## config.mk

```make
export PLATFORM = sky130hd
export DESIGN_NAME = terminal_escape_color_reply_parser_top
export DESIGN_NICKNAME = d
export VERILOG_FILES = /design/src/hdl/tecrp_pkg.sv /design/src/hdl/terminal_escape_color_reply_parser_top.sv
export SDC_FILE = /design/constraint.sdc
export NUM_CORES = 1
export LEC_CHECK = 0
export ABC_AREA = 0
export BUFFER_PORTS_ARGS = -buffer_cell sky130_fd_sc_hd__buf_2
export CORE_MARGIN = 2
export CORE_UTILIZATION = 57
export DETAILED_ROUTE_END_ITERATION = 8
export GPL_TIMING_DRIVEN = 0
export PLACE_DENSITY = 0.82
export SYNTH_ARGS = -nofsm -noshare
export SYNTH_HDL_FRONTEND = slang
export SYNTH_SLANG_ARGS = --single-unit
```

## constraint.sdc

```tcl
create_clock -name clock -period 4.7 [get_ports clock]
set_input_delay 0.94 -clock clock [delete_from_list [all_inputs] [get_ports clock]]
set_output_delay 0.94 -clock clock [all_outputs]
set_load 0.005 [all_outputs]
```

## src/hdl/tecrp_pkg.sv

```systemverilog
// Package for the terminal escape color reply parser.
// Holds the mode, sequencer and parse-phase types, the result beat type,
// character codes and the hex and scale helpers. No dependencies.
package tecrp_pkg;

   // Character codes
   localparam logic [7:0] CH_ESC       = 8'h1b;
   localparam logic [7:0] CH_BEL       = 8'h07;
   localparam logic [7:0] CH_RBRACKET  = 8'h5d;  // ']'
   localparam logic [7:0] CH_LBRACKET  = 8'h5b;  // '['
   localparam logic [7:0] CH_BACKSLASH = 8'h5c;
   localparam logic [7:0] CH_CSI_LO    = 8'h40;
   localparam logic [7:0] CH_CSI_HI    = 8'h7e;
   localparam logic [7:0] CH_ZERO      = 8'h30;
   localparam logic [7:0] CH_ONE       = 8'h31;
   localparam logic [7:0] CH_NINE      = 8'h39;
   localparam logic [7:0] CH_SEMI      = 8'h3b;
   localparam logic [7:0] CH_COLON     = 8'h3a;
   localparam logic [7:0] CH_SLASH     = 8'h2f;
   localparam logic [7:0] CH_LC_A      = 8'h61;
   localparam logic [7:0] CH_LC_B      = 8'h62;
   localparam logic [7:0] CH_LC_F      = 8'h66;
   localparam logic [7:0] CH_LC_G      = 8'h67;
   localparam logic [7:0] CH_LC_R      = 8'h72;
   localparam logic [7:0] CH_UC_A      = 8'h41;
   localparam logic [7:0] CH_UC_F      = 8'h46;

   // Result kinds
   localparam logic [1:0] KIND_PASS = 2'd0;
   localparam logic [1:0] KIND_FG   = 2'd1;
   localparam logic [1:0] KIND_BG   = 2'd2;

   // Restoring divider length: numerator bits
   localparam int DIV_STEPS = 24;

   // Escape parser mode
   typedef enum logic [4:0] {
      MODE_GROUND  = 5'b00001,
      MODE_ESC     = 5'b00010,
      MODE_OSC     = 5'b00100,
      MODE_OSC_ESC = 5'b01000,
      MODE_CSI     = 5'b10000
   } mode_type;

   // Byte sequencer
   typedef enum logic [5:0] {
      ST_IDLE   = 6'b000001,
      ST_DECODE = 6'b000010,
      ST_READ   = 6'b000100,
      ST_EVAL   = 6'b001000,
      ST_DIV    = 6'b010000,
      ST_REPORT = 6'b100000
   } seq_state_type;

   // What the content walk expects next
   typedef enum logic [8:0] {
      PH_ONE     = 9'b000000001,
      PH_SEL     = 9'b000000010,
      PH_SEMI    = 9'b000000100,
      PH_R       = 9'b000001000,
      PH_G       = 9'b000010000,
      PH_B       = 9'b000100000,
      PH_COLON_A = 9'b001000000,
      PH_COLON   = 9'b010000000,
      PH_CHAN    = 9'b100000000
   } phase_type;

   typedef struct packed {
      logic [1:0] kind;
      logic [7:0] out_byte;
      logic [7:0] red;
      logic [7:0] green;
      logic [7:0] blue;
      logic       last;
   } rsp_beat_type;

   // Hex digit decode: bit 4 is the valid flag, bits 3:0 the digit
   function automatic logic [4:0] hex_value(input logic [7:0] c);
      logic [7:0] d;
      logic       ok;
      d  = 8'h00;
      ok = 1'b0;
      if (c >= CH_ZERO && c <= CH_NINE) begin
         d  = c - CH_ZERO;
         ok = 1'b1;
      end else if (c >= CH_LC_A && c <= CH_LC_F) begin
         d  = c - CH_LC_A + 8'd10;
         ok = 1'b1;
      end else if (c >= CH_UC_A && c <= CH_UC_F) begin
         d  = c - CH_UC_A + 8'd10;
         ok = 1'b1;
      end
      return {ok, d[3:0]};
   endfunction

   // Full-scale value of a channel with the given digit count
   function automatic logic [15:0] scale_full(input logic [2:0] ndig);
      logic [15:0] f;
      unique case (ndig)
         3'd1:    f = 16'h000f;
         3'd2:    f = 16'h00ff;
         3'd3:    f = 16'h0fff;
         default: f = 16'hffff;
      endcase
      return f;
   endfunction

endpackage

```

## src/hdl/terminal_escape_color_reply_parser_top.sv

```systemverilog
// Top level of the terminal escape color reply parser.
// Escape mode tracking, OSC content memory, content walk sequencer with a
// shared restoring divider, and a two-beat result queue. Uses tecrp_pkg.
//
//   channel | dir | handshake           | payload
//   req     | in  | tvalid/tready       | tdata[7:0] in_byte
//   rsp     | out | tvalid/tready/tlast | tdata: out_byte, red, green, blue; tuser: kind
//   csr     | in  | we                  | wdata[15:0] passthrough_limit
//
// An ordinary byte is accepted, then decoded; the decode is held while earlier
// results still wait in the result queue. A BEL or ESC-backslash terminator
// walks the stored content through one memory read port, reading and then
// evaluating each character, and runs each color channel through the
// bit-serial divider. Reset sets only the control registers; the content
// memory is not cleared. req_tready is low while a byte is in work.
module terminal_escape_color_reply_parser_top
   import tecrp_pkg::*;
#(
   parameter int CONTENT_DEPTH = 64
) (
   input  logic        clock,
   input  logic        reset,
   input  logic        req_tvalid,
   output logic        req_tready,
   input  logic [7:0]  req_tdata,   // [7:0] in_byte
   output logic        rsp_tvalid,
   input  logic        rsp_tready,
   output logic [31:0] rsp_tdata,   // [7:0] out_byte, [15:8] red, [23:16] green, [31:24] blue
   output logic [1:0]  rsp_tuser,   // [1:0] kind
   output logic        rsp_tlast,
   input  logic        csr_we,
   input  logic [15:0] csr_wdata
);

   localparam int AW = $clog2(CONTENT_DEPTH);

   // Control state
   seq_state_type state_ff, state_in;
   mode_type      mode_ff, mode_in;
   phase_type     phase_ff, phase_in;
   logic [AW-1:0] len_ff, len_in;
   logic [AW-1:0] pos_ff, pos_in;
   logic [15:0]   limit_ff;
   logic [15:0]   passed_ff, passed_in;
   logic [1:0]    cnt_ff, cnt_in;
   logic          rd_ff, rd_in;

   // Payload state
   logic [7:0]    byte_ff, byte_in;
   logic          bg_ff, bg_in;
   logic [1:0]    chan_ff, chan_in;
   logic [2:0]    ndig_ff, ndig_in;
   logic [15:0]   val_ff, val_in;
   logic          slash_ff, slash_in;
   logic [15:0]   rem_ff, rem_in;
   logic [23:0]   num_ff, num_in;
   logic [7:0]    quo_ff, quo_in;
   logic [4:0]    step_ff, step_in;
   logic [7:0]    red_ff, red_in;
   logic [7:0]    green_ff, green_in;
   logic [7:0]    blue_ff, blue_in;
   rsp_beat_type  slot_ff [2];

   // Content memory
   logic [7:0]    mem [CONTENT_DEPTH];
   logic [7:0]    mem_rd_ff;
   logic          mem_we;

   // Combinational helpers
   logic [7:0]    ch;
   logic [4:0]    hx;
   logic          e1, e2;
   logic [1:0]    push_n;
   rsp_beat_type  push0, push1;
   logic [15:0]   full;
   logic [16:0]   rem_sh;
   logic          qbit;
   logic [7:0]    quo_next;
   logic          pop;

   assign req_tready = (state_ff == ST_IDLE);
   assign ch         = (pos_ff < len_ff) ? mem_rd_ff : 8'h00;
   assign hx         = hex_value(ch);
   assign full       = scale_full(ndig_ff);
   assign rem_sh     = {rem_ff, num_ff[23]};
   assign qbit       = (rem_sh >= {1'b0, full});
   assign quo_next   = {quo_ff[6:0], qbit};
   assign e1         = (passed_ff < limit_ff);
   assign e2         = e1 && ((passed_ff + 16'd1) < limit_ff);

   // Sequencer and parser next state
   always_comb begin
      state_in  = state_ff;
      mode_in   = mode_ff;
      phase_in  = phase_ff;
      len_in    = len_ff;
      pos_in    = pos_ff;
      passed_in = passed_ff;
      byte_in   = byte_ff;
      bg_in     = bg_ff;
      chan_in   = chan_ff;
      ndig_in   = ndig_ff;
      val_in    = val_ff;
      slash_in  = slash_ff;
      rem_in    = rem_ff;
      num_in    = num_ff;
      quo_in    = quo_ff;
      step_in   = step_ff;
      red_in    = red_ff;
      green_in  = green_ff;
      blue_in   = blue_ff;
      mem_we    = 1'b0;
      push_n    = 2'd0;
      push0     = '0;
      push1     = '0;
      unique case (state_ff)
         ST_IDLE: begin
            if (req_tvalid) begin
               byte_in  = req_tdata;
               state_in = ST_DECODE;
            end
         end
         ST_DECODE: begin
            // wait for the result queue to drain
            if (cnt_ff == 2'd0) begin
               state_in = ST_IDLE;
               unique case (mode_ff)
                  MODE_ESC: begin
                     if (byte_ff == CH_RBRACKET) begin
                        mode_in = MODE_OSC;
                        len_in  = '0;
                     end else if (byte_ff == CH_LBRACKET) begin
                        mode_in = MODE_CSI;
                     end else begin
                        // pass ESC and the byte, each under the limit
                        mode_in        = MODE_GROUND;
                        push0.kind     = KIND_PASS;
                        push0.out_byte = CH_ESC;
                        push0.last     = !e2;
                        push1.kind     = KIND_PASS;
                        push1.out_byte = byte_ff;
                        push1.last     = 1'b1;
                        push_n         = {1'b0, e1} + {1'b0, e2};
                        passed_in      = passed_ff + {14'd0, push_n};
                     end
                  end
                  MODE_OSC: begin
                     if (byte_ff == CH_BEL) begin
                        mode_in  = MODE_GROUND;
                        state_in = ST_READ;
                        pos_in   = '0;
                        phase_in = PH_ONE;
                     end else if (byte_ff == CH_ESC) begin
                        mode_in = MODE_OSC_ESC;
                     end else if (len_ff < AW'(CONTENT_DEPTH - 1)) begin
                        mem_we = 1'b1;
                        len_in = len_ff + 1'b1;
                     end
                  end
                  MODE_OSC_ESC: begin
                     if (byte_ff == CH_BACKSLASH) begin
                        mode_in  = MODE_GROUND;
                        state_in = ST_READ;
                        pos_in   = '0;
                        phase_in = PH_ONE;
                     end else begin
                        mode_in = MODE_OSC;
                     end
                  end
                  MODE_CSI: begin
                     if (byte_ff >= CH_CSI_LO && byte_ff <= CH_CSI_HI) begin
                        mode_in = MODE_GROUND;
                     end
                  end
                  default: begin
                     if (byte_ff == CH_ESC) begin
                        mode_in = MODE_ESC;
                     end else begin
                        push0.kind     = KIND_PASS;
                        push0.out_byte = byte_ff;
                        push0.last     = 1'b1;
                        push_n         = {1'b0, e1};
                        passed_in      = passed_ff + {15'd0, e1};
                     end
                  end
               endcase
            end
         end
         ST_READ: begin
            state_in = ST_EVAL;
         end
         ST_EVAL: begin
            // default: give up on a malformed reply
            state_in = ST_IDLE;
            len_in   = '0;
            unique case (phase_ff)
               PH_ONE: begin
                  if (ch == CH_ONE) begin
                     phase_in = PH_SEL;
                     pos_in   = pos_ff + 1'b1;
                     state_in = ST_READ;
                     len_in   = len_ff;
                  end
               end
               PH_SEL: begin
                  if (ch == CH_ZERO || ch == CH_ONE) begin
                     bg_in    = (ch == CH_ONE);
                     phase_in = PH_SEMI;
                     pos_in   = pos_ff + 1'b1;
                     state_in = ST_READ;
                     len_in   = len_ff;
                  end
               end
               PH_SEMI: begin
                  if (ch == CH_SEMI) begin
                     phase_in = PH_R;
                     pos_in   = pos_ff + 1'b1;
                     state_in = ST_READ;
                     len_in   = len_ff;
                  end
               end
               PH_R: begin
                  if (ch == CH_LC_R) begin
                     phase_in = PH_G;
                     pos_in   = pos_ff + 1'b1;
                     state_in = ST_READ;
                     len_in   = len_ff;
                  end
               end
               PH_G: begin
                  if (ch == CH_LC_G) begin
                     phase_in = PH_B;
                     pos_in   = pos_ff + 1'b1;
                     state_in = ST_READ;
                     len_in   = len_ff;
                  end
               end
               PH_B: begin
                  if (ch == CH_LC_B) begin
                     phase_in = PH_COLON_A;
                     pos_in   = pos_ff + 1'b1;
                     state_in = ST_READ;
                     len_in   = len_ff;
                  end
               end
               PH_COLON_A: begin
                  if (ch == CH_COLON) begin
                     phase_in = PH_CHAN;
                     chan_in  = 2'd0;
                     ndig_in  = 3'd0;
                     val_in   = 16'd0;
                     pos_in   = pos_ff + 1'b1;
                     state_in = ST_READ;
                     len_in   = len_ff;
                  end else if (ch == CH_LC_A) begin
                     phase_in = PH_COLON;
                     pos_in   = pos_ff + 1'b1;
                     state_in = ST_READ;
                     len_in   = len_ff;
                  end
               end
               PH_COLON: begin
                  if (ch == CH_COLON) begin
                     phase_in = PH_CHAN;
                     chan_in  = 2'd0;
                     ndig_in  = 3'd0;
                     val_in   = 16'd0;
                     pos_in   = pos_ff + 1'b1;
                     state_in = ST_READ;
                     len_in   = len_ff;
                  end
               end
               default: begin
                  if (ndig_ff != 3'd4 && hx[4]) begin
                     // accumulate one hex digit
                     val_in   = {val_ff[11:0], hx[3:0]};
                     ndig_in  = ndig_ff + 3'd1;
                     pos_in   = pos_ff + 1'b1;
                     state_in = ST_READ;
                     len_in   = len_ff;
                  end else if (ndig_ff != 3'd0) begin
                     len_in = len_ff;
                     if (chan_ff == 2'd3) begin
                        state_in = ST_REPORT;
                     end else begin
                        // load the divider with v*255 + full/2
                        slash_in = (ch == CH_SLASH);
                        num_in   = {val_ff, 8'h00} - {8'h00, val_ff}
                                   + {8'h00, 1'b0, full[15:1]};
                        rem_in   = 16'd0;
                        quo_in   = 8'd0;
                        step_in  = 5'd0;
                        state_in = ST_DIV;
                     end
                  end
               end
            endcase
         end
         ST_DIV: begin
            // one restoring step per cycle
            if (qbit) begin
               rem_in = 16'(rem_sh - {1'b0, full});
            end else begin
               rem_in = rem_sh[15:0];
            end
            num_in  = {num_ff[22:0], 1'b0};
            quo_in  = quo_next;
            step_in = step_ff + 5'd1;
            if (step_ff == 5'(DIV_STEPS - 1)) begin
               unique case (chan_ff)
                  2'd0:    red_in   = quo_next;
                  2'd1:    green_in = quo_next;
                  default: blue_in  = quo_next;
               endcase
               if (slash_ff) begin
                  chan_in  = chan_ff + 2'd1;
                  ndig_in  = 3'd0;
                  val_in   = 16'd0;
                  pos_in   = pos_ff + 1'b1;
                  state_in = ST_READ;
               end else if (chan_ff == 2'd2) begin
                  state_in = ST_REPORT;
               end else begin
                  state_in = ST_IDLE;
                  len_in   = '0;
               end
            end
         end
         default: begin
            // emit the color report
            push0.kind  = bg_ff ? KIND_BG : KIND_FG;
            push0.red   = red_ff;
            push0.green = green_ff;
            push0.blue  = blue_ff;
            push0.last  = 1'b1;
            push_n      = 2'd1;
            state_in    = ST_IDLE;
            len_in      = '0;
         end
      endcase
   end

   // Result queue: pushes land only while empty, pops advance the read slot
   assign pop = rsp_tvalid && rsp_tready;

   always_comb begin
      cnt_in = cnt_ff;
      rd_in  = rd_ff;
      if (push_n != 2'd0) begin
         cnt_in = push_n;
         rd_in  = 1'b0;
      end else if (pop) begin
         cnt_in = cnt_ff - 2'd1;
         rd_in  = !rd_ff;
      end
   end

   assign rsp_tvalid = (cnt_ff != 2'd0);
   assign rsp_tdata  = {slot_ff[rd_ff].blue, slot_ff[rd_ff].green,
                        slot_ff[rd_ff].red, slot_ff[rd_ff].out_byte};
   assign rsp_tuser  = slot_ff[rd_ff].kind;
   assign rsp_tlast  = slot_ff[rd_ff].last;

   // Control registers
   always_ff @(posedge clock) begin
      if (reset) begin
         state_ff  <= ST_IDLE;
         mode_ff   <= MODE_GROUND;
         phase_ff  <= PH_ONE;
         len_ff    <= '0;
         passed_ff <= 16'd0;
         limit_ff  <= 16'hffff;
         cnt_ff    <= 2'd0;
         rd_ff     <= 1'b0;
      end else begin
         state_ff  <= state_in;
         mode_ff   <= mode_in;
         phase_ff  <= phase_in;
         len_ff    <= len_in;
         passed_ff <= passed_in;
         cnt_ff    <= cnt_in;
         rd_ff     <= rd_in;
         if (csr_we) begin
            limit_ff <= csr_wdata;
         end
      end
   end

   // Payload registers
   always_ff @(posedge clock) begin
      pos_ff   <= pos_in;
      byte_ff  <= byte_in;
      bg_ff    <= bg_in;
      chan_ff  <= chan_in;
      ndig_ff  <= ndig_in;
      val_ff   <= val_in;
      slash_ff <= slash_in;
      rem_ff   <= rem_in;
      num_ff   <= num_in;
      quo_ff   <= quo_in;
      step_ff  <= step_in;
      red_ff   <= red_in;
      green_ff <= green_in;
      blue_ff  <= blue_in;
      if (push_n != 2'd0) begin
         slot_ff[0] <= push0;
         slot_ff[1] <= push1;
      end
   end

   // Content memory: write at the fill length, registered read at the walk position
   always_ff @(posedge clock) begin
      if (mem_we) begin
         mem[len_ff] <= byte_ff;
      end
      mem_rd_ff <= mem[pos_ff];
   end

   // Checks
   a_queue_bound: assert property (@(posedge clock) disable iff (reset)
      cnt_ff != 2'd3)
      else $error("result queue over two beats");

   a_push_empty: assert property (@(posedge clock) disable iff (reset)
      (push_n != 2'd0) |-> (cnt_ff == 2'd0))
      else $error("push into a non-empty result queue");

   a_passed_mono: assert property (@(posedge clock) disable iff (reset)
      passed_ff >= $past(passed_ff))
      else $error("pass-through count went down");

   a_walk_bound: assert property (@(posedge clock) disable iff (reset)
      (state_ff == ST_EVAL) |-> (pos_ff <= len_ff))
      else $error("content walk ran past the stored length");

   a_kind_valid: assert property (@(posedge clock) disable iff (reset)
      rsp_tvalid |-> (rsp_tuser != 2'd3))
      else $error("undefined result kind");

endmodule
```

* Yosys cells after proc, flatten, opt, wreduce, memory -nomap -nowiden
Memories as Yosys holds them, arrays and structs flattened. A register that Yosys moved wholly into a read port is not among the register bits.
Cells that the tools add are included.
** Cells by class
- Add/subtract/negate cells :: 18
- $lt $le $gt $ge :: 13
- Equal/unequal tests :: 88
- Mux-type cells :: 180
- Bitwise gates (word level) :: 6
- Reductions and logical operators :: 44
** Operators by type and width (count)
- $mux 6 :: 42
- $mux 16 :: 12
- $pmux 6 s8 :: 3
- $pmux 16 s2 :: 4
- $mux 24 :: 5
- $mux 9 :: 12
- $ne 3x3->1 const B :: 26
- $pmux 9 s8 :: 1
- $mux 8 :: 8
- $mux 5 :: 12
- $eq 8x7->1 const B :: 7
- $mux 3 :: 16
- $pmux 16 s3 :: 1
- $pmux 24 s2 :: 1
- $eq 8x6->1 const B :: 5
- $pmux 9 s2 :: 2
- $lt 16x16->1 :: 2
- $ne 2x2->1 const B :: 16
- $ne 10x2->1 const B :: 3
- $pmux 6 s5 :: 1
- $mux 7 :: 4
- $mux 1 :: 25
- $add 24x15->24 :: 1
- $ge 8x7->1 const B :: 3
- other kinds (80) :: 137
** Word-level totals
- Bits in registers :: 174
- Bits in writable memories :: 582
- Input port bits :: 29
- Memories kept :: 2
** Memory list
- mem :: depth 64, width 8, rd ports 1, clocked after Yosys merged registers in 1, wr ports 1, line terminal_escape_color_reply_parser_top.sv:65 : logic [7:0] mem [CONTENT_DEPTH];
- slot_ff :: depth 2, width 35, rd ports 1, clocked after Yosys merged registers in 1, wr ports 2, line terminal_escape_color_reply_parser_top.sv:62 : rsp_beat_type slot_ff [2];

* Logic depth before layout (Yosys ltp)
Gate-level depths: netlist of run 1.
- Word-level depth :: 12
- Gate-level depth with buffers :: 23

* Worst setup path after synthesis of run 1
OpenSTA, ideal clock, no wires.
- Path type :: reg-to-reg
- Start point :: reg len_ff[4]
- End point :: reg pos_ff[0], enable pin
- Data arrival time :: 4228 ps
- Slack :: 64 ps
- Cell stages (with the launch flop) :: 15
- Path buffers :: 1
- Cells stage by stage :: dfxtp_1 > clkinv_1 > ha_1 > a21o_1 > a21oi_1 > o21a_1 > buf_2 > nand2_1 > inv_1 > ha_1 > or3b_2 > a32o_1 > a211oi_1 > a41oi_1 > a2111oi_0
** Between the ends
- Cells in the longest elaborated chain, start to end :: 10
- Elaborated cells on any way between the ends :: 34
- Classes of those cells :: order compare (7); eq/ne (17); mux (4); reduce/logical (6)
** Ends and longest elaborated chain
- start, declared :: line terminal_escape_color_reply_parser_top.sv:41 : logic [AW-1:0] len_ff, len_in;
- start signal, assigned :: line terminal_escape_color_reply_parser_top.sv:379 : len_ff <= len_in;
- $lt 6x6->1 * :: line terminal_escape_color_reply_parser_top.sv:82 : assign ch = (pos_ff < len_ff) ? mem_rd_ff : 8'h00;
- $mux 8 * :: line terminal_escape_color_reply_parser_top.sv:82
- $ge 8x7->1 or $le 8x7->1 (tied branches) :: line tecrp_pkg.sv:89 : end else if (c >= CH_UC_A && c <= CH_UC_F) begin
- $logic_and 1x1->1 :: line tecrp_pkg.sv:89
- $mux 1 :: line tecrp_pkg.sv:89
- $mux 1 :: line tecrp_pkg.sv:86 : end else if (c >= CH_LC_A && c <= CH_LC_F) begin
- $mux 1 :: line tecrp_pkg.sv:83 : if (c >= CH_ZERO && c <= CH_NINE) begin
- $logic_and 1x1->1 :: line terminal_escape_color_reply_parser_top.sv:274 : if (ndig_ff != 3'd4 && hx[4]) begin
- $ne 10x2->1 (no line)
- $reduce_and 16->1 (no line) *
- end signal, assigned :: line terminal_escape_color_reply_parser_top.sv:391 : pos_ff <= pos_in;
- end, declared :: line terminal_escape_color_reply_parser_top.sv:42 : logic [AW-1:0] pos_ff, pos_in;
Mark *: on every way between the ends. The rest lies on a longest branch, timed or not.
A chain may end at the register's enable or synchronous reset.

* Worst setup path after layout of run 1
- Start point :: reg byte_ff[7]
- End point :: mem mem[62][5], enable pin
** Between the ends
- Cells in the longest elaborated chain, start to end :: 8
- Elaborated cells on any way between the ends :: 9
- Classes of those cells :: eq/ne (2); mux (7)
** Ends and longest elaborated chain
- start, declared :: line terminal_escape_color_reply_parser_top.sv:49 : logic [7:0] byte_ff, byte_in;
- start signal, assigned :: line terminal_escape_color_reply_parser_top.sv:392 : byte_ff <= byte_in;
- $eq 8x5->1 :: line terminal_escape_color_reply_parser_top.sv:153 : end else if (byte_ff == CH_ESC) begin
- $mux 1 :: line terminal_escape_color_reply_parser_top.sv:153
- $mux 1 * :: line terminal_escape_color_reply_parser_top.sv:148 : if (byte_ff == CH_BEL) begin
- $mux 1 * :: line terminal_escape_color_reply_parser_top.sv:127 : unique case (mode_ff)
- $mux 1 * :: line terminal_escape_color_reply_parser_top.sv:125 : if (cnt_ff == 2'd0) begin
- $mux 1 * :: line terminal_escape_color_reply_parser_top.sv:116 : unique case (state_ff)
- $mux 1 * :: line terminal_escape_color_reply_parser_top.sv:413 : if (mem_we) begin
- $mux 1 (not written as such) * :: line terminal_escape_color_reply_parser_top.sv:414 : mem[len_ff] <= byte_ff;
- end, declared :: line terminal_escape_color_reply_parser_top.sv:65
Marks and branches as above.

==> results of run 1 <==
[per-layer routing]
| layer | share of wire | up-vias | wire length (µm) | track usage |
|---|---|---|---|---|
| li1 | - | 8404 | - | - |
| met1 | 0.37 | 9697 | 28300 | 0.331 |
| met2 | 0.51 | 1003 | 39800 | 0.461 |
| met3 | 0.078 | 220 | 6070 | 0.0501 |
| met4 | 0.043 | 2 | 3360 | 0.116 |
| met5 | 0.00018 | - | 14 | 0 |
[power by group through the flow]
stage                     registers (mW)  logic (mW)  clock network, mW
after detailed placement            7.53       0.828                  0
after CTS                           7.39       0.842               5.84
final                               7.39       0.841               5.80
after floorplan                     7.56       0.399                  0
after global routing                7.40       0.902               6.06
after global placement              7.64       0.596                  0
[stage by stage]
stage,std cells,power [mW],hold WS [ns]
finish,3058,14.0,0.498
global route,3056,14.4,0.478
CTS,3050,14.1,0.476
detailed placement,2922,8.36,0.477
global placement,2899,8.24,0.462
floorplan,2078,7.96,0.440
[cells in the final DEF, fill, tap and decap left out, drive strengths merged, types with 38 or more instances in the layout]
master	netlist	final
xnor2	40	40
o21ai	41	41
nand3	43	43
nand2	117	117
and2	56	56
nor3	38	38
buf	15	110
mux4	168	168
a21oi	51	51
inv	73	77
dfxtp	70	70
ha	92	92
clkbuf	63	151
nor2	198	198
edfxtp	669	669
[worst max path at each step]
| stage | endpoint | cells past startpoint |
|---|---|---|
| 6_report | mem[62][5]$_DFFE_PP_ | 6 |
| 2_1_floorplan | pos_ff[0]$_SDFFCE_PN0P_ | 14 |
| 3_5_place_dp | passed_ff[15]$_SDFFE_PP0P_ | 23 |
| 3_3_place_gp | pos_ff[5]$_SDFFCE_PN0P_ | 7 |
| 4_1_cts | passed_ff[12]$_SDFFE_PP0P_ | 21 |
| 5_1_grt | passed_ff[9]$_SDFFE_PP0P_ | 23 |
[cell families (layout without fill, tap and decap cells)]
| kind of cell | Yosys count | after routing | synth area share |
|---|---|---|---|
| simple gates | 591 | 591 | 0.0896 |
| other cells | 0 | 2 | 0 |
| mux | 203 | 203 | 0.127 |
| fa+ha+maj | 101 | 101 | 0.0409 |
| buf+inv | 152 | 374 | 0.0176 |
| xor+xnor | 72 | 72 | 0.0194 |
| compound gates | 220 | 220 | 0.0453 |
| flops | 739 | 739 | 0.660 |
[cell type report]
type / count / area, µm²
multi-input combinational: 1187 / 10600
clock buffer: 88 / 1910
tap: 756 / 946
sequential: 739 / 21500
buffer: 77 / 294
antenna: 2 / 5.00
clock inverter: 39 / 417
fill: 3702 / 19400
inverter: 74 / 282
timing repair buffer: 96 / 998
[state kept, by name (all words and copies together), names as in the netlist, 6 cells and up, named ones only]
name	cells
quo_ff	7
len_ff	6
num_ff	24
green_ff	8
slot_ff	44
phase_ff	9
passed_ff	16
val_ff	16
mem_rd_ff	8
blue_ff	8
state_ff	6
byte_ff	8
pos_ff	6
limit_ff	16
mem	512
red_ff	8
rem_ff	16
[cell usage after synthesis (8+ instances only)]
cell type,instances,area [µm²]
edfxtp_1,669,20100
a31oi_1,8,50.1
or3_1,8,50.1
xnor2_1,40,350
nand2b_1,18,113
o211ai_1,23,173
ha_1,92,1150
nand2_1,116,435
mux2_2,12,135
and3_1,15,93.8
nor3_1,38,190
o21ai_0,41,205
a21oi_1,49,245
mux4_2,168,3780
o21a_1,11,82.6
xor2_1,32,280
dfxtp_1,70,1400
nor2b_1,33,206
nor2_1,196,736
and2_1,55,344
mux2i_1,23,230
a21o_1,21,158
a211oi_1,9,67.6
nand3_1,43,215
nand4_1,14,87.6
fa_1,9,180
clkbuf_1,63,236
nor4_1,14,87.6
inv_1,73,274
buf_1,14,52.6
[what timing repair did]
action | in CTS | in global routing
setup endpoints to repair | 7 | 107
buffers inserted | 1 | 7
pin swaps | 1 | 3
resized for setup | 1 | 25
==> metrics.yaml, run 1 <==
outcome: "finished clean"
cts.clk_slew.worst_paths_ns: 0.05
synth_seq_cells: 739
antenna_found_initial: 3
power.internal_mw: 11.0
core_region_area_um2: 56400
start_util: 0.578
ys_types: 73
numCtsBuffers: 71
maxCapViolations: 0
power.switching_mw: 3.02
required_ns: 4.94
fmax_mhz: 221
grt_pass1_wl_mm: 119
die_height_um: 243
crit_start: "byte_ff[7]$_DFFE_PP_"
gp_congestion: 0.885
setup_violations: 0
finalCriticalPeriod_ns: 4.52
peakVddDrop_uv: 360
combPwrFrac: 0.060
min_path_type: "input pin to flip-flop"
syn2layout_area_growth_pct: 13.5
cp-start-kind: "flip-flop"
r2r_slack_ns: 0.18
tns_ns: 0
cpPeakStageDelay_ns: 0.98
dpl-instance-area_um2: 34500
cts_tree: "done"
vias: 19300
synth-edff-count: 669
cts_max_path_buffers: 3
clock_latency_ns: 0.64
syn_nets: 2208
dr.pass1.iters: 5
port-buffer-count: 65
critPathSlowestCell: "edfxtp_1"
hold_start: "req_tdata[4]"
tightest_slew_ns: 1.17
grt_max_degree: 42
synth_area_um2: 32600
avgSynthCellArea_um2: 15.7
seq_area_frac_synth: 0.660
cp.arrival_ns: 4.77
drive_gt1_frac: 0.181
worstSetupEndpointType: "flip-flop"
grt_pass1_vias: 19800
min_to: "byte_ff[4]$_DFFE_PP_"
drv_slew: 0
initialDrtViolationCount: 2105
wl_per_cell_um: 25.4
post-route-drc-count: 0
num_rows: 87
fin_area_um2: 36900
r2r-end: "mem[62][5]$_DFFE_PP_"
seqPwrFrac: 0.527
viasPerCell: 6.32
syn_inst: 2078
nNetsFinal: 2376
ff2ff_path_depth: 6
worstSetupPathType: "flip-flop to flip-flop"
grt_usage: 0.267
p_sw_frac: 0.215
rr_startpoint: "byte_ff[7]$_DFFE_PP_"
fin_worst_skew_ns: 0.0287
h-tree-depth: 3
fin_util: 0.655
place_ws_ns: -0.0481
grt_overflow: 0
clkPwrFrac: 0.413
cts_hold_buf: 0
yosysWarnings: 0
synthArstFlopShare: 0
routed_wl_mm: 77.6
io_pins: 66
hold-path-cell-count: 1
place_hpwl_mm: 50.0
clock-root-buffer: "clkbuf_16"
p_per_area_nw_per_um2: 380
antenna_left: 0
cts_sinks: 739
p_leak_nw: 12.7
critical-path-top-delay-family: "simple AND/OR/NAND/NOR gates"
dieArea_um2: 59100
min_period_over_period: 0.962
worstPathMaxFanout: 22
crit_chain: "and4bb_2, nand2_1, o21ai_0, nor4_1, nand3_1, nor2_1"
setup_ws_ns: 0.178
path_buf_inv: 0
finalHoldViolCount: 0
max_slew_margin: 0.217
die_x_um: 243
synth_flop_cell: "edfxtp_1"
(Power assumes the default switching activity.)
==> run 2, diff against run 1 <==
Settings changed: ABC_AREA 0 to default, CELL_PAD_IN_SITES_DETAIL_PLACEMENT from default to 0, CELL_PAD_IN_SITES_GLOBAL_PLACEMENT from default to 1, CORE_UTILIZATION 57 to 49, SKIP_CTS_REPAIR_TIMING from default to 1.
==> metrics.yaml, run 2 (synthesis gave the netlist of run 1 again) <==
worstSetupPathType: "flip-flop to flip-flop"  # unchanged
hold-path-cell-count: 1  # unchanged
grt_usage: 0.216  # was 0.267
dr.pass1.iters: 6  # was 5
max_slew_margin: 0.226  # was 0.217
p_per_area_nw_per_um2: 381  # was 380 nW/µm²
core_region_area_um2: 65700  # was 56400 µm²
hold-worst-slack_ns: 0.478  # was 0.498 ns
vias: 18500  # was 19300
worstSetupEndpointType: "flip-flop"  # unchanged
post-route-drc-count: 0  # unchanged
ff2ff_path_depth: 14  # was 6
wl_per_cell_um: 22.9  # was 25.4 µm
largest_reg_flops: 512  # unchanged
wl_met2_mm: 36.0  # was 39.8 mm
antenna_found_initial: 0  # was 3
required_ns: 5.06  # was 4.94 ns
setup_ws_ns: 0.213  # was 0.178 ns
antenna_left: 0  # unchanged
multi_input_area_um2: 10600  # about the same
start_util: 0.495  # was 0.578
fmax_mhz: 223  # was 221 MHz
finalHoldViolCount: 0  # unchanged
place_hpwl_mm: 49.6  # was 50.0 mm
nNetsFinal: 2375  # was 2376
outcome: "finished clean"  # unchanged
m1WireLength_mm: 28.8  # was 28.3 mm
rr_startpoint: "ndig_ff[0]$_SDFFCE_PP0P_"  # was byte_ff[7]$_DFFE_PP_
clock_latency_ns: 0.65  # was 0.64 ns
hold_start: "req_tdata[5]"  # was req_tdata[4]
initialDrtViolationCount: 1612  # was 2105
seq_area_um2: 21500  # about the same
met3_length_mm: 5.15  # was 6.07 mm
highest_layer: "met4"  # was met5
fin_worst_skew_ns: 0.0232  # was 0.0287 ns
h-tree-depth: 3  # unchanged
cts.clk_slew.worst_paths_ns: 0.06  # was 0.05 ns
syn2layout_area_growth_pct: 13.9  # was 13.5%
numCtsBuffers: 75  # was 71
final_common_cell: "edfxtp_1"  # unchanged
nFillCells: 4984  # was 3702
maxCapViolations: 0  # unchanged
cp.arrival_ns: 4.84  # was 4.77 ns
die_x_um: 262  # was 243 µm
finalCriticalPeriod_ns: 4.49  # was 4.52 ns
drv_slew: 0  # unchanged
grt_pass1_wl_mm: 111  # was 119 mm
routed_wl_mm: 72.4  # was 77.6 mm
tightest_slew_ns: 1.16  # was 1.17 ns
p_leak_nw: 12.7  # about the same
cts_sinks: 739  # unchanged
largest_register: "mem"  # unchanged
peakVddDrop_uv: 499  # was 360 µV
min_path_type: "input pin to flip-flop"  # unchanged
io_pins: 66  # unchanged
dieArea_um2: 68500  # was 59100 µm²
gp_congestion: 0.853  # was 0.885
place_ws_ns: -0.105  # was -0.0481 ns
viasPerCell: 5.84  # was 6.32
setup_violations: 0  # unchanged
clock-root-buffer: "clkbuf_16"  # unchanged
cp-start-kind: "flip-flop"  # unchanged
die_height_um: 262  # was 243 µm
grt_pass1_vias: 18500  # was 19800
worstPathMaxFanout: 5  # was 22
cts_tree: "done"  # unchanged
min_period_over_period: 0.955  # was 0.962
grt_max_degree: 41  # was 42
diodes: 0  # was 2
crit_start: "ndig_ff[0]$_SDFFCE_PP0P_"  # was byte_ff[7]$_DFFE_PP_
drive_gt1_frac: 0.183  # was 0.181
cts_max_path_buffers: 3  # unchanged
largestRegisters: "mem: 512 flops, slot_ff: 44 flops, num_ff: 24 flops"  # unchanged
port-buffer-count: 65  # unchanged
final_cell_mix: "edfxtp_1 (669), nor2_1 (193), mux4_2 (168)"  # unchanged
num_rows: 94  # was 87
grt_overflow: 0  # unchanged
[run 2: cell count changes in the layout (fill, tap and decap cells not counted), moves of 3 or more]
cell	delta
clkbuf_16	+3
dfxtp_1	-3
clkinv_4	+4
clkinvlp_4	+3
clkinv_1	-4
buf_4	-3
dfxtp_2	+3
inv_6	+3
buf_16	-4
[run 2: per-layer routing]
metal,track usage,up-vias
met5,0,-
met4,0.0811,0
met3,0.0454,155
met2,0.361,680
met1,0.281,9286
li1,-,8380
[run 2: path summary, 6_finish.rpt]
path	to	slack, ns
worst max register to register	num_ff[23]$_DFFE_PP_	0.21
worst max-delay path	num_ff[23]$_DFFE_PP_	0.21
worst min register to register	green_ff[7]$_DFFE_PP_	0.49
worst min-delay path	byte_ff[5]$_DFFE_PP_	0.48
[run 2: cell type report]
cell class              instances  share of cell area
multi-input cells            1187               0.286
well taps                     864              0.0291
clock inverters                42              0.0119
plain buffers                  76             0.00776
inverters                      74             0.00759
clock buffers                  93              0.0538
flip-flops and latches        739               0.580
repair buffers                 92              0.0247
[run 2: power by group]
group / internal, mW / switching [mW]
Sequential: 7.33 / 0.0599
Clock: 3.35 / 2.57
Combinational: 0.361 / 0.453
Total: 11.0 / 3.08
[run 2: per-stage QoR]
stage,cells,setup TNS (ns),util,area (µm²),power [mW]
5_1_grt,3167,-0.000893,0.564,37100,14.6
6_report,3167,0,0.564,37100,14.1
3_5_place_dp,3029,-2.16,0.525,34500,8.35
3_3_place_gp,3007,-146.65,0.517,34000,8.24
2_1_floorplan,2078,0,-,32600,7.96
4_1_cts,3164,-4.78,0.562,37000,14.2
[run 2: worst max-delay path, cell delays in order (launching register included)]
cell,delay (ns)
edfxtp_1,0.45
ha_1,0.23
ha_1,0.17
or3_1,0.45
fa_1,0.47
ha_1,0.35
or2_2,0.32
o31ai_1,0.10
a311oi_1,0.12
o31ai_1,0.32
a21oi_1,0.16
or4_1,0.46
a211o_1,0.29
xnor2_1,0.22
o21ai_0,0.10
==> run 3, diff against run 2 <==
Settings changed: GPL_ROUTABILITY_DRIVEN from default to 0, GPL_TIMING_DRIVEN 0 to default, SLEW_MARGIN from default to 20.
==> metrics.yaml, run 3 (synthesis gave the netlist of run 1 again) <==
fin_util: 0.561  # was 0.564
place_ws_ns: 0.252  # was -0.105 ns
largest_register: "mem"  # unchanged
start_util: 0.495  # unchanged
fin_worst_skew_ns: 0.0230  # was 0.0232 ns
setup_ws_ns: 0.216  # was 0.213 ns
cp.arrival_ns: 4.84  # about the same
grt_setup_unrepaired: "no"
min_period_over_period: 0.954  # was 0.955
max_slew_margin: 0.419  # was 0.226
dp_cells: 3016  # was 3029
grt-busiest-layer: "met2"  # unchanged
largest_reg_flops: 512  # unchanged
dr.pass1.iters: 6  # unchanged
worstSetupEndpointType: "flip-flop"  # unchanged
io_pins: 66  # unchanged
grt_use_met2: 0.351  # was 0.361
hold-path-cell-count: 0  # was 1
outcome: "finished clean"  # unchanged
p_leak_nw: 12.8  # was 12.7 nW
routed_wl_mm: 68.2  # was 72.4 mm
place_hpwl_mm: 43.1  # was 49.6 mm
grt_overflow: 0  # unchanged
antenna_found_initial: 0  # unchanged
final_cell_mix: "edfxtp_1 (669), nor2_1 (194), mux4_2 (168)"  # was edfxtp_1 (669), nor2_1 (193), mux4_2 (168)
antenna_left: 0  # unchanged
hold-worst-slack_ns: 0.477  # was 0.478 ns
ff2ff_path_depth: 14  # unchanged
min_path_type: "flip-flop to flip-flop"  # was input pin to flip-flop
cts_sinks: 739  # unchanged
dieArea_um2: 68500  # unchanged
h-tree-depth: 3  # unchanged
nNetsFinal: 2360  # was 2375
worstPathMaxFanout: 5  # unchanged
viasPerCell: 5.83  # was 5.84
cts_max_path_buffers: 3  # unchanged
clock_latency_ns: 0.63  # was 0.65 ns
syn2layout_area_growth_pct: 13.3  # was 13.9%
die_height_um: 262  # unchanged
cts.clk_slew.worst_paths_ns: 0.06  # about the same
cp-start-kind: "flip-flop"  # unchanged
final_common_cell: "edfxtp_1"  # unchanged
grt_max_degree: 77  # was 41
largestRegisters: "mem: 512 flops, slot_ff: 44 flops, num_ff: 24 flops"  # unchanged
r2r_slack_ns: 0.22  # was 0.21 ns
use_met1: 0.269  # was 0.281
post-route-drc-count: 0  # unchanged
worstSetupPathType: "flip-flop to flip-flop"  # unchanged
grt_usage: 0.206  # was 0.216
setup_violations: 0  # unchanged
hold_start: "quo_ff[6]$_SDFFCE_PN0P_"  # was req_tdata[5]
maxCapViolations: 0  # unchanged
initialDrtViolationCount: 1519  # was 1612
fmax_mhz: 223  # about the same
vias: 18400  # was 18500
diodes: 0  # unchanged
tightest_slew_ns: 0.868  # was 1.16 ns
grt_pass1_vias: 18700  # was 18500
numCtsBuffers: 75  # unchanged
grt_pass1_wl_mm: 108  # was 111 mm
core_region_area_um2: 65700  # unchanged
min_to: "red_ff[7]$_DFFE_PP_"  # was byte_ff[5]$_DFFE_PP_
num_rows: 94  # unchanged
drv_slew: 0  # unchanged
r2r-end: "num_ff[23]$_DFFE_PP_"  # unchanged
tns_ns: 0  # unchanged
clock-root-buffer: "clkbuf_16"  # unchanged
required_ns: 5.05  # was 5.06 ns
port-buffer-count: 65  # unchanged
stdcell_count: 3152  # was 3167
p_per_area_nw_per_um2: 383  # was 381 nW/µm²
cts_tree: "done"  # unchanged
rr_startpoint: "ndig_ff[0]$_SDFFCE_PP0P_"  # unchanged
grt_util_met3: 0.0371  # was 0.0454
drive_gt1_frac: 0.206  # was 0.183
finalHoldViolCount: 0  # unchanged
wl_per_cell_um: 21.6  # was 22.9 µm
die_x_um: 262  # unchanged
peakVddDrop_uv: 357  # was 499 µV
finalCriticalPeriod_ns: 4.48  # was 4.49 ns
-- run 3: changes by cell type in the layout (fill, tap and decap cells not counted), moves of 3 or more --
cell / before / now
buf_4: 5 / 85
clkinv_4: 4 / 1
buf_16: 18 / 0
bufinv_16: 5 / 9
clkinv_8: 0 / 3
clkbuf_1: 75 / 14
buf_1: 14 / 0
dfxtp_2: 5 / 0
dfxtp_1: 65 / 70
inv_6: 4 / 1
-- run 3: through the flow --
| step | power, mW | area (µm²) |
|---|---|---|
| 2_1_floorplan | 7.96 | 32600 |
| 3_3_place_gp | 8.23 | 34400 |
| 3_5_place_dp | 8.25 | 34400 |
| 4_1_cts | 14.2 | 36800 |
| 5_1_grt | 14.5 | 36900 |
| 6_report | 14.1 | 36900 |
-- run 3: cell type report --
class / instances / area, µm²
fill: 5032 / 28900
sequential: 739 / 21500
multi-input combinational: 1187 / 10500
clock buffer: 92 / 1980
tap: 864 / 1080
timing repair buffer: 153 / 1010
clock inverter: 43 / 497
inverter: 74 / 278
-- run 3: worst max-delay path: stages, from the launching register on --
cell and delay, ns:
edfxtp_1 0.44, ha_1 0.23, ha_1 0.17, or3_1 0.49, fa_1 0.49, ha_1 0.35
or2_2 0.31, o31ai_1 0.10, a311oi_1 0.12, o31ai_1 0.36, a21oi_1 0.16, or4_1 0.46
a211o_1 0.30, xnor2_1 0.14, o21ai_0 0.08
-- run 3: where the power goes --
| part | switching [mW] | leakage, nW | internal [mW] | total (mW) |
|---|---|---|---|---|
| registers | 0.0458 | 6.65 | 7.33 | 7.38 |
| clock network | 2.50 | 1.19 | 3.52 | 6.02 |
| logic | 0.436 | 4.98 | 0.289 | 0.725 |
-- run 3: routing by layer --
layer,wire [µm],up-vias,part of all wire
met2,34000,607,0.50
met1,28100,9268,0.41
met5,0,-,0
met3,4280,133,0.063
li1,-,8356,-
met4,1880,0,0.028
-- run 3: worst max path at each step --
stage	start	end	slack [ns]	cells past startpoint
2_1_floorplan	len_ff[4]$_SDFFE_PP0P_	pos_ff[0]$_SDFFCE_PN0P_	0.06	14
3_3_place_gp	ndig_ff[0]$_SDFFCE_PP0P_	num_ff[23]$_DFFE_PP_	0.39	14
5_1_grt	ndig_ff[0]$_SDFFCE_PP0P_	num_ff[23]$_DFFE_PP_	0.002	14
6_report	ndig_ff[0]$_SDFFCE_PP0P_	num_ff[23]$_DFFE_PP_	0.22	14
3_5_place_dp	ndig_ff[0]$_SDFFCE_PP0P_	num_ff[23]$_DFFE_PP_	0.25	14
4_1_cts	ndig_ff[0]$_SDFFCE_PP0P_	num_ff[23]$_DFFE_PP_	0.27	14
